<file path="src/rtl/core/lnm_pkg.sv">
package lnm_pkg;

  localparam int MapDepth = 16;
  localparam int IdxW = $clog2(MapDepth);
  localparam int CntW = $clog2(MapDepth + 1);
  localparam int RadW = 17;
  localparam int CountCfgW = 5;
  localparam int KindW = 3;
  localparam int PosW = 16;
  localparam int DiffW = PosW + 1;
  localparam int SqW = 2 * DiffW + 1;
  localparam int RootW = (SqW + 1) / 2;
  localparam int DistW = 17;
  localparam logic [DistW-1:0] StartDist = DistW'(100000);
  localparam int QDepth = 2;

  localparam logic [0:0] CfgRadius = 1'b0;
  localparam logic [0:0] CfgCount = 1'b1;

  localparam logic ReqLoad = 1'b0;
  localparam logic ReqQuery = 1'b1;

  typedef struct packed {
    logic [KindW-1:0] kind;
    logic signed [PosW-1:0] x;
    logic signed [PosW-1:0] y;
  } query_t;

  typedef enum logic [2:0] {
    BK_IDLE, BK_FETCH, BK_DIFF, BK_SQUARE, BK_ROOT, BK_UPDATE, BK_DONE
  } bk_state_t;

endpackage

</file>
<file path="src/rtl/core/lnm_front.sv">
module lnm_front (
  input  logic clk,
  input  logic rst,
  input  logic in_valid,
  output logic in_ready,
  input  logic req_type,
  input  logic [lnm_pkg::IdxW-1:0] entry_index,
  input  lnm_pkg::query_t item,
  input  logic back_busy,
  output logic wr_en,
  output logic [lnm_pkg::IdxW-1:0] wr_addr,
  output lnm_pkg::query_t wr_data,
  output logic q_valid,
  input  logic q_ready,
  output lnm_pkg::query_t q_data
);

  lnm_pkg::query_t fifo [lnm_pkg::QDepth];
  logic [0:0] wptr, rptr;
  logic [1:0] count;
  logic push, pop, acc;

  // A load waits until no query is queued or walking, so it never changes the
  // table under an earlier query.
  assign in_ready = (req_type == lnm_pkg::ReqLoad) ? ((count == 2'd0) && !back_busy)
                  : (count != 2'(lnm_pkg::QDepth));
  assign acc = in_valid && in_ready;
  assign push = acc && (req_type == lnm_pkg::ReqQuery);
  assign pop = q_valid && q_ready;
  assign q_valid = (count != 2'd0);
  assign q_data = fifo[rptr];

  // Loads go straight to the table; queries wait in the queue.
  assign wr_en = acc && (req_type == lnm_pkg::ReqLoad);
  assign wr_addr = entry_index;
  assign wr_data = item;

  always_ff @(posedge clk) begin
    if (push) fifo[wptr] <= item;
    if (rst) begin
      wptr <= '0;
      rptr <= '0;
      count <= '0;
    end else begin
      if (push) wptr <= wptr + 1'b1;
      if (pop) rptr <= rptr + 1'b1;
      count <= count + 2'(push) - 2'(pop);
    end
  end

  a_count_bound: assert property (@(posedge clk) disable iff (rst)
    count <= 2'(lnm_pkg::QDepth)) else $error("queue overflow");
  a_no_push_full: assert property (@(posedge clk) disable iff (rst)
    (count == 2'(lnm_pkg::QDepth)) |-> !push) else $error("push into full queue");
  a_count_step: assert property (@(posedge clk) disable iff (rst)
    (push && !pop) |=> count == $past(count) + 2'd1) else $error("count slip");
  a_load_quiet: assert property (@(posedge clk) disable iff (rst)
    wr_en |-> (count == 2'd0) && !back_busy) else $error("load during a walk");

endmodule

</file>
<file path="src/rtl/core/lnm_sqrt.sv">
module lnm_sqrt (
  input  logic clk,
  input  logic rst,
  input  logic start,
  input  logic [lnm_pkg::SqW-1:0] radicand,
  output logic done,
  output logic [lnm_pkg::RootW-1:0] root
);

  localparam int StepW = $clog2(lnm_pkg::RootW + 1);
  logic [lnm_pkg::SqW+1:0] rem;
  logic [lnm_pkg::SqW+1:0] n;
  logic [StepW-1:0] steps;
  logic busy;
  logic [lnm_pkg::SqW+1:0] trial;
  logic [lnm_pkg::SqW+1:0] rem_sh;

  // Restoring digit recurrence: two radicand bits per cycle.
  always_comb begin
    rem_sh = {rem[lnm_pkg::SqW-1:0], n[lnm_pkg::SqW+1 -: 2]};
    trial = {(lnm_pkg::SqW + 2 - lnm_pkg::RootW - 2)'(0), root, 2'b01};
  end

  always_ff @(posedge clk) begin
    if (rst) begin
      busy <= 1'b0;
      done <= 1'b0;
    end else begin
      done <= 1'b0;
      if (start) begin
        busy <= 1'b1;
        steps <= StepW'(lnm_pkg::RootW);
        rem <= '0;
        // The odd-width radicand is padded at the top so the bit pairs line up.
        n <= {1'b0, radicand, 1'b0};
        root <= '0;
      end else if (busy) begin
        n <= n << 2;
        if (rem_sh >= trial) begin
          rem <= rem_sh - trial;
          root <= {root[lnm_pkg::RootW-2:0], 1'b1};
        end else begin
          rem <= rem_sh;
          root <= {root[lnm_pkg::RootW-2:0], 1'b0};
        end
        steps <= steps - 1'b1;
        if (steps == StepW'(1)) begin
          busy <= 1'b0;
          done <= 1'b1;
        end
      end
    end
  end

  a_done_after_busy: assert property (@(posedge clk) disable iff (rst)
    done |-> $past(busy)) else $error("done without work");
  a_no_restart: assert property (@(posedge clk) disable iff (rst)
    busy && !start |=> !done || !busy) else $error("sqrt state slip");
  a_done_pulse: assert property (@(posedge clk) disable iff (rst)
    done |=> !done) else $error("done held");

endmodule

</file>
<file path="src/rtl/core/lnm_back.sv">
module lnm_back (
  input  logic clk,
  input  logic rst,
  input  logic wr_en,
  input  logic [lnm_pkg::IdxW-1:0] wr_addr,
  input  lnm_pkg::query_t wr_data,
  input  logic q_valid,
  output logic q_ready,
  input  lnm_pkg::query_t q_data,
  input  logic [lnm_pkg::RadW-1:0] radius,
  input  logic [lnm_pkg::CntW-1:0] count_lim,
  output logic busy,
  output logic res_valid,
  input  logic res_ready,
  output logic res_matched,
  output logic [lnm_pkg::IdxW-1:0] res_id
);

  lnm_pkg::query_t mem [lnm_pkg::MapDepth];
  lnm_pkg::query_t ent, cur;
  lnm_pkg::bk_state_t state, state_next;
  logic [lnm_pkg::CntW-1:0] idx;
  logic signed [lnm_pkg::DiffW-1:0] dx, dy;
  logic [2*lnm_pkg::DiffW-1:0] sx, sy;
  logic [lnm_pkg::SqW-1:0] sq;
  logic sq_start, sq_done;
  logic [lnm_pkg::RootW-1:0] root;
  logic [lnm_pkg::DistW-1:0] best, second, d;
  logic [lnm_pkg::IdxW-1:0] best_idx;
  logic found;

  always_ff @(posedge clk) begin
    if (wr_en) mem[wr_addr] <= wr_data;
    ent <= mem[idx[lnm_pkg::IdxW-1:0]];
  end

  lnm_sqrt u_sqrt (.clk, .rst, .start(sq_start), .radicand(sq), .done(sq_done), .root);

  assign busy = (state != lnm_pkg::BK_IDLE);

  // Root fits below 2^17; clamp is never needed but keeps widths honest.
  assign d = (root > lnm_pkg::RootW'(lnm_pkg::StartDist)) ? lnm_pkg::StartDist
           : root[lnm_pkg::DistW-1:0];

  always_comb begin
    state_next = state;
    q_ready = 1'b0;
    sq_start = 1'b0;
    unique case (state)
      lnm_pkg::BK_IDLE: begin
        q_ready = !res_valid;
        if (q_valid && !res_valid) state_next = lnm_pkg::BK_FETCH;
      end
      lnm_pkg::BK_FETCH:
        state_next = (idx >= count_lim) ? lnm_pkg::BK_DONE : lnm_pkg::BK_DIFF;
      lnm_pkg::BK_DIFF:
        state_next = (ent.kind == cur.kind) ? lnm_pkg::BK_SQUARE : lnm_pkg::BK_UPDATE;
      lnm_pkg::BK_SQUARE: begin
        sq_start = 1'b1;
        state_next = lnm_pkg::BK_ROOT;
      end
      lnm_pkg::BK_ROOT: if (sq_done) state_next = lnm_pkg::BK_UPDATE;
      lnm_pkg::BK_UPDATE: state_next = lnm_pkg::BK_FETCH;
      lnm_pkg::BK_DONE: state_next = lnm_pkg::BK_IDLE;
      default: state_next = lnm_pkg::BK_IDLE;
    endcase
  end

  always_ff @(posedge clk) begin
    if (rst) begin
      state <= lnm_pkg::BK_IDLE;
      res_valid <= 1'b0;
    end else begin
      state <= state_next;
      if (res_valid && res_ready) res_valid <= 1'b0;
      if (state == lnm_pkg::BK_DONE) res_valid <= 1'b1;
    end
    unique case (state)
      lnm_pkg::BK_IDLE: begin
        cur <= q_data;
        idx <= '0;
        best <= lnm_pkg::StartDist;
        second <= lnm_pkg::StartDist;
        best_idx <= '0;
        found <= 1'b0;
      end
      lnm_pkg::BK_DIFF: begin
        dx <= lnm_pkg::DiffW'(cur.x) - lnm_pkg::DiffW'(ent.x);
        dy <= lnm_pkg::DiffW'(cur.y) - lnm_pkg::DiffW'(ent.y);
      end
      lnm_pkg::BK_SQUARE: ;
      lnm_pkg::BK_ROOT: ;
      lnm_pkg::BK_UPDATE: begin
        if (ent.kind == cur.kind) begin
          if (d < best) begin
            second <= best;
            best <= d;
            best_idx <= idx[lnm_pkg::IdxW-1:0];
            found <= 1'b1;
          end else if (d < second) begin
            second <= d;
          end
        end
        idx <= idx + 1'b1;
      end
      lnm_pkg::BK_DONE: begin
        res_matched <= found && (best < radius) && ((second - best) > radius);
        res_id <= (found && (best < radius) && ((second - best) > radius))
                  ? best_idx : '0;
      end
      default: ;
    endcase
  end

  // Squares of the registered differences, taken at full width.
  assign sx = dx * dx;
  assign sy = dy * dy;
  assign sq = {1'b0, sx} + {1'b0, sy};

  a_res_hold: assert property (@(posedge clk) disable iff (rst)
    res_valid && !res_ready |=> res_valid) else $error("result dropped");
  a_idle_accept: assert property (@(posedge clk) disable iff (rst)
    q_ready |-> state == lnm_pkg::BK_IDLE) else $error("accept while busy");
  a_second_ge: assert property (@(posedge clk) disable iff (rst)
    state == lnm_pkg::BK_DONE |-> second >= best) else $error("order broken");

endmodule

</file>
<file path="src/rtl/core/landmark_nearest_match.sv">
// Channel  | Dir | Contents
// s_axis   | in  | tdata: entry_index, mark_kind, pos_x_mm, pos_y_mm; tuser: req_type
// m_axis   | out | tdata: landmark_id; tuser: matched
// cfg      | in  | cfg_wr_en, cfg_index, cfg_data (0 radius, 1 map count)
// A load beat is written to the table in its accept cycle, but it is held off
// until no query is queued or being walked, so it never changes an earlier walk.
// A query walks map_count entries: an entry of its kind goes through fetch,
// difference, square, the two-bit-per-cycle square root and update, any other
// kind through fetch, difference and update, and a last fetch and a done state end it.
// Reset clears control only; the map table holds garbage until loaded.
// A two-entry query queue lets queries keep arriving while a query works,
// and the result register holds its beat until m_axis_tready.
module landmark_nearest_match (
  input  logic clk,
  input  logic rst,
  input  logic s_axis_tvalid,
  output logic s_axis_tready,
  // [3:0] entry_index, [6:4] mark_kind, [22:7] pos_x_mm, [38:23] pos_y_mm, zero pad
  input  logic [39:0] s_axis_tdata,
  // [0] req_type
  input  logic s_axis_tuser,
  output logic m_axis_tvalid,
  input  logic m_axis_tready,
  // [3:0] landmark_id, zero pad
  output logic [7:0] m_axis_tdata,
  // [0] matched
  output logic m_axis_tuser,
  input  logic cfg_wr_en,
  input  logic [0:0] cfg_index,
  input  logic [lnm_pkg::RadW-1:0] cfg_data
);

  logic [lnm_pkg::RadW-1:0] radius;
  logic [lnm_pkg::CountCfgW-1:0] map_count;
  logic [lnm_pkg::CntW-1:0] count_lim;
  lnm_pkg::query_t item, wr_data, q_data;
  logic wr_en, q_valid, q_ready, back_busy;
  logic [lnm_pkg::IdxW-1:0] wr_addr, res_id;

  always_ff @(posedge clk) begin
    if (rst) begin
      radius <= lnm_pkg::RadW'(2333);
      map_count <= '0;
    end else if (cfg_wr_en) begin
      unique case (cfg_index)
        lnm_pkg::CfgRadius: radius <= cfg_data;
        lnm_pkg::CfgCount: map_count <= cfg_data[lnm_pkg::CountCfgW-1:0];
        default: ;
      endcase
    end
  end

  // Counts above the table depth walk the whole table.
  assign count_lim = (map_count > lnm_pkg::CountCfgW'(lnm_pkg::MapDepth))
                   ? lnm_pkg::CntW'(lnm_pkg::MapDepth) : map_count[lnm_pkg::CntW-1:0];

  assign item.kind = s_axis_tdata[6:4];
  assign item.x = s_axis_tdata[22:7];
  assign item.y = s_axis_tdata[38:23];

  lnm_front u_front (
    .clk, .rst, .in_valid(s_axis_tvalid), .in_ready(s_axis_tready),
    .req_type(s_axis_tuser), .entry_index(s_axis_tdata[3:0]), .item, .back_busy,
    .wr_en, .wr_addr, .wr_data, .q_valid, .q_ready, .q_data
  );

  lnm_back u_back (
    .clk, .rst, .wr_en, .wr_addr, .wr_data, .q_valid, .q_ready, .q_data,
    .radius, .count_lim, .busy(back_busy), .res_valid(m_axis_tvalid),
    .res_ready(m_axis_tready), .res_matched(m_axis_tuser), .res_id
  );

  assign m_axis_tdata = {4'b0, res_id};

endmodule

</file>
<file path="config.mk">
export PLATFORM = sky130hd
export DESIGN_NAME = landmark_nearest_match
export DESIGN_NICKNAME = d
export VERILOG_FILES = /design/src/rtl/core/lnm_pkg.sv /design/src/rtl/core/lnm_front.sv /design/src/rtl/core/lnm_sqrt.sv /design/src/rtl/core/lnm_back.sv /design/src/rtl/core/landmark_nearest_match.sv
export SDC_FILE = /design/constraint.sdc
export NUM_CORES = 2
export LEC_CHECK = 0
export BUFFER_PORTS_ARGS = -buffer_cell sky130_fd_sc_hd__buf_4
export CORE_MARGIN = 3
export CORE_UTILIZATION = 33
export CTS_CLUSTER_SIZE = 8
export DETAILED_ROUTE_END_ITERATION = 6
export PLACE_DENSITY = 0.56
export SLEW_MARGIN = 20
export SYNTH_ARGS = -nofsm -noshare
export SYNTH_HDL_FRONTEND = slang
export SYNTH_SLANG_ARGS = --single-unit
export TNS_END_PERCENT = 20
</file>
<file path="constraint.sdc">
create_clock -name clk -period 10.5 [get_ports clk]
set_input_delay 2.1 -clock clk [delete_from_list [all_inputs] [get_ports clk]]
set_output_delay 2.1 -clock clk [all_outputs]
set_load 0.05 [all_outputs]
</file>
==> flow_metrics.tcl <==
set metrics [dict create \
    cp-end-kind "register" \
    synth.yosys.seq_area_share_pct 44.1 \
    gr-usage-all-layers_pct 15.2 \
    routed_wire_length_per_instance_um 18.6 \
    cts_setup_buffers 0 \
    yosys_register_bits 909 \
    synth_mux_area_share_pct 6.01 \
    cts-root-to-sink-buffers 3 \
    port-buffer-count 69 \
    clk_pin_slew_ns 0.05 \
    final_min_period_over_clock_period_pct 84.2 \
    post_synth_and_or_nand_nor_area_fraction_pct 8.10 \
    post-route-drc-count 0 \
    ys.warnings.count 0 \
    final_layout_size_suffix_gt1_share_pct 9.17 \
    path_buf_inv 5 \
    timing.final.crit_period_ns 8.85 \
    syn_area_per_cell_um2 12.1 \
    final-setup-viol-count 0 \
    critPathMaxStageDelay_ns 0.83 \
    post_synth_main_area_contributors "sky130_fd_sc_hd__edfxtp_1 42%, sky130_fd_sc_hd__fa_1 18%, sky130_fd_sc_hd__ha_1 7.2%, sky130_fd_sc_hd__inv_1 5.3%, sky130_fd_sc_hd__mux4_2 2.6%" \
    post_synth_fa_ha_maj_area_fraction_pct 25.2 \
    synth-compound-area-share_pct 7.87 \
    numCtsBuffers 132 \
    area_growth_syn_to_layout_pct 12.1 \
    synth_top_family_by_area "adder cells" \
    worst_slew_margin_pct 32.5 \
    hold_buffers 0 \
    routed_via_density 4.85 \
    start_kind "register" \
    routed_wl_mm 141 \
    synthFlopType "sky130_fd_sc_hd__edfxtp_1" \
    worst-setup-path-type "reg -> reg" \
    worst_path_most_repeated_cell "sky130_fd_sc_hd__fa_1" \
    postCtsResizedCells 0 \
    async_reset_ff_share_pct 0 \
    grt_max_degree 102 \
    ys_types 87 \
    clock_latency_ns 0.76 \
    synth-xor-area-share_pct 2.39 \
    unrepaired_setup_endpoints_after_global_routing "false" \
    floorplan.die.width_um 434 \
    ctsHtreeMaxLevel 4 \
    worstMarginPinSlew_ns 1.01 \
    number_of_enable_type_register_cells_in_the_synthesized_netlist 842 \
    fin_tns_setup_ns 0 \
    ios 75 \
    fin_worst_skew_ns 0.0323 \
    drt_iter0_drc 2452 \
    max_capacitance_violation_total 0 \
    design.core.area_mm2 0.181 \
    grt_pass1_wl_mm 222 \
    final_common_cell "sky130_fd_sc_hd__inv_1" \
    cts_tree "yes" \
    initial_utilization_pct 33.3 \
    drt_pre_antenna_iters 5 \
    antenna_found_initial 5 \
    yosysTopAreaCellShare_pct 41.8 \
    crit_required_ns 10.98 \
    overflow 0 \
    layout.cell_area.non_filler_mm2 0.0677 \
    placed_cell_area_mm2 0.0638 \
    status "finished clean" \
    routabilityCongestion 0.825 \
    cp_top_family "adder cells" \
    layout.nets 6057 \
    fill_cells 17400 \
    clock-sinks 909 \
    most-common-layout-cells "846 x sky130_fd_sc_hd__inv_1, 842 x sky130_fd_sc_hd__edfxtp_1, 543 x sky130_fd_sc_hd__fa_1" \
    critical_path.slowest_cell "sky130_fd_sc_hd__edfxtp_1" \
    ctsRootBufferMaster "sky130_fd_sc_hd__clkbuf_16" \
    timing.critical_path.arrival_ns 9.32 \
    worst-path-max-fanout 16 \
    core.rowCount 156 \
    grt_pass1_vias 38700 \
    timing_max_transition_violations_final 0 \
    detailroute.via_count 36700 \
    synth_cells 5004 \
    floorplan.die_area_mm2 0.188 \
    hold_violations 0 \
    worstHoldPathType "reg -> reg" \
    final_core_util_pct 37.4 \
    hpwlAfterDp_mm 93.2 \
    die_height_um 434 \
    synth.largest_area_cell "sky130_fd_sc_hd__edfxtp_1" \
    mappedNetlistArea_mm2 0.0604 \
    maxClockFrequency_mhz 113 \
    drtAntennaViolNets 0 \
]
-- final cells by class --
class	instances	area, um2	share of cell area, %
multi-input combinational	3085	30100	44.5
sequential	909	26600	39.3
tap	2370	2970	4.38
clock buffer	208	3640	5.37
antenna	3	7.51	0.0111
inverter	849	3190	4.70
clock inverter	13	233	0.344
timing repair buffer	125	963	1.42
-- cells by family after synthesis --
family          count (synthesis)
simple gates                 1026
compound gates                732
mux                           267
xor+xnor                      165
buf+inv                      1013
flops                         909
other cells                     1
fa+ha+maj                     891
-- cells in the mapped netlist, types with 45 or more instances --
library cell,count
sky130_fd_sc_hd__a21o_1,79
sky130_fd_sc_hd__a21oi_1,207
sky130_fd_sc_hd__and2_1,125
sky130_fd_sc_hd__clkbuf_1,129
sky130_fd_sc_hd__dfxtp_1,67
sky130_fd_sc_hd__edfxtp_1,842
sky130_fd_sc_hd__fa_1,543
sky130_fd_sc_hd__ha_1,348
sky130_fd_sc_hd__inv_1,847
sky130_fd_sc_hd__mux2_2,65
sky130_fd_sc_hd__mux2i_1,132
sky130_fd_sc_hd__mux4_2,70
sky130_fd_sc_hd__nand2_1,405
sky130_fd_sc_hd__nand3_1,54
sky130_fd_sc_hd__nor2_1,197
sky130_fd_sc_hd__nor2b_1,45
sky130_fd_sc_hd__nor3_1,45
sky130_fd_sc_hd__o21ai_0,167
sky130_fd_sc_hd__xnor2_1,118
sky130_fd_sc_hd__xor2_1,47
-- path summary, 6_finish.rpt --
| check | startpoint | to | slack, ns | cells past startpoint |
|---|---|---|---|---|
| max | u_back.dx[4] | u_back.u_sqrt.n[34] | 1.65 | 28 |
| min | map_count[0] | map_count[0] | 0.45 | 2 |
| max reg2reg | u_back.dx[4] | u_back.u_sqrt.n[34] | 1.65 | 28 |
| min reg2reg | map_count[0] | map_count[0] | 0.45 | 2 |
-- state kept, by name, indices dropped and copies added (netlist names), 2 cells and up --
register             cells
u_back.state             3
u_back.res_id            4
u_back.idx               5
u_back.best_idx          4
map_count                5
u_back.dx               17
u_front.count            2
u_back.second           17
u_back.best             17
radius                  17
u_back.u_sqrt.steps      5
u_back.u_sqrt.root      18
u_back.u_sqrt.n         36
u_back.u_sqrt.rem       35
u_back.mem             560
u_front.fifo            70
u_back.cur              35
u_back.ent              35
u_back.dy               17
-- worst min-delay path, cell delays in order, from the launching register on --
cell	delay, ns
sky130_fd_sc_hd__dfxtp_1	0.30
sky130_fd_sc_hd__nand2_1	0.05
sky130_fd_sc_hd__a21oi_1	0.05
-- per-layer routing --
layer | wire (um) | GRT usage [%]
met1 | 62700 | 20.2
met2 | 69100 | 25.8
met3 | 5770 | 2.15
met4 | 3070 | 4.24
met5 | 20 | 0
-- stage by stage --
stage	worst slack (ns)	hold slack, ns	std cells
6_report	1.65	0.448	7562
5_1_grt	1.05	0.465	7560
4_1_cts	1.66	0.452	7558
3_5_place_dp	1.71	0.445	7337
3_3_place_gp	1.68	0.443	7337
2_1_floorplan	2.56	0.432	5007
Power is left out: the tool's default activity adds up to more than one toggle a clock period on the data nets, which glitch-free logic cannot reach.
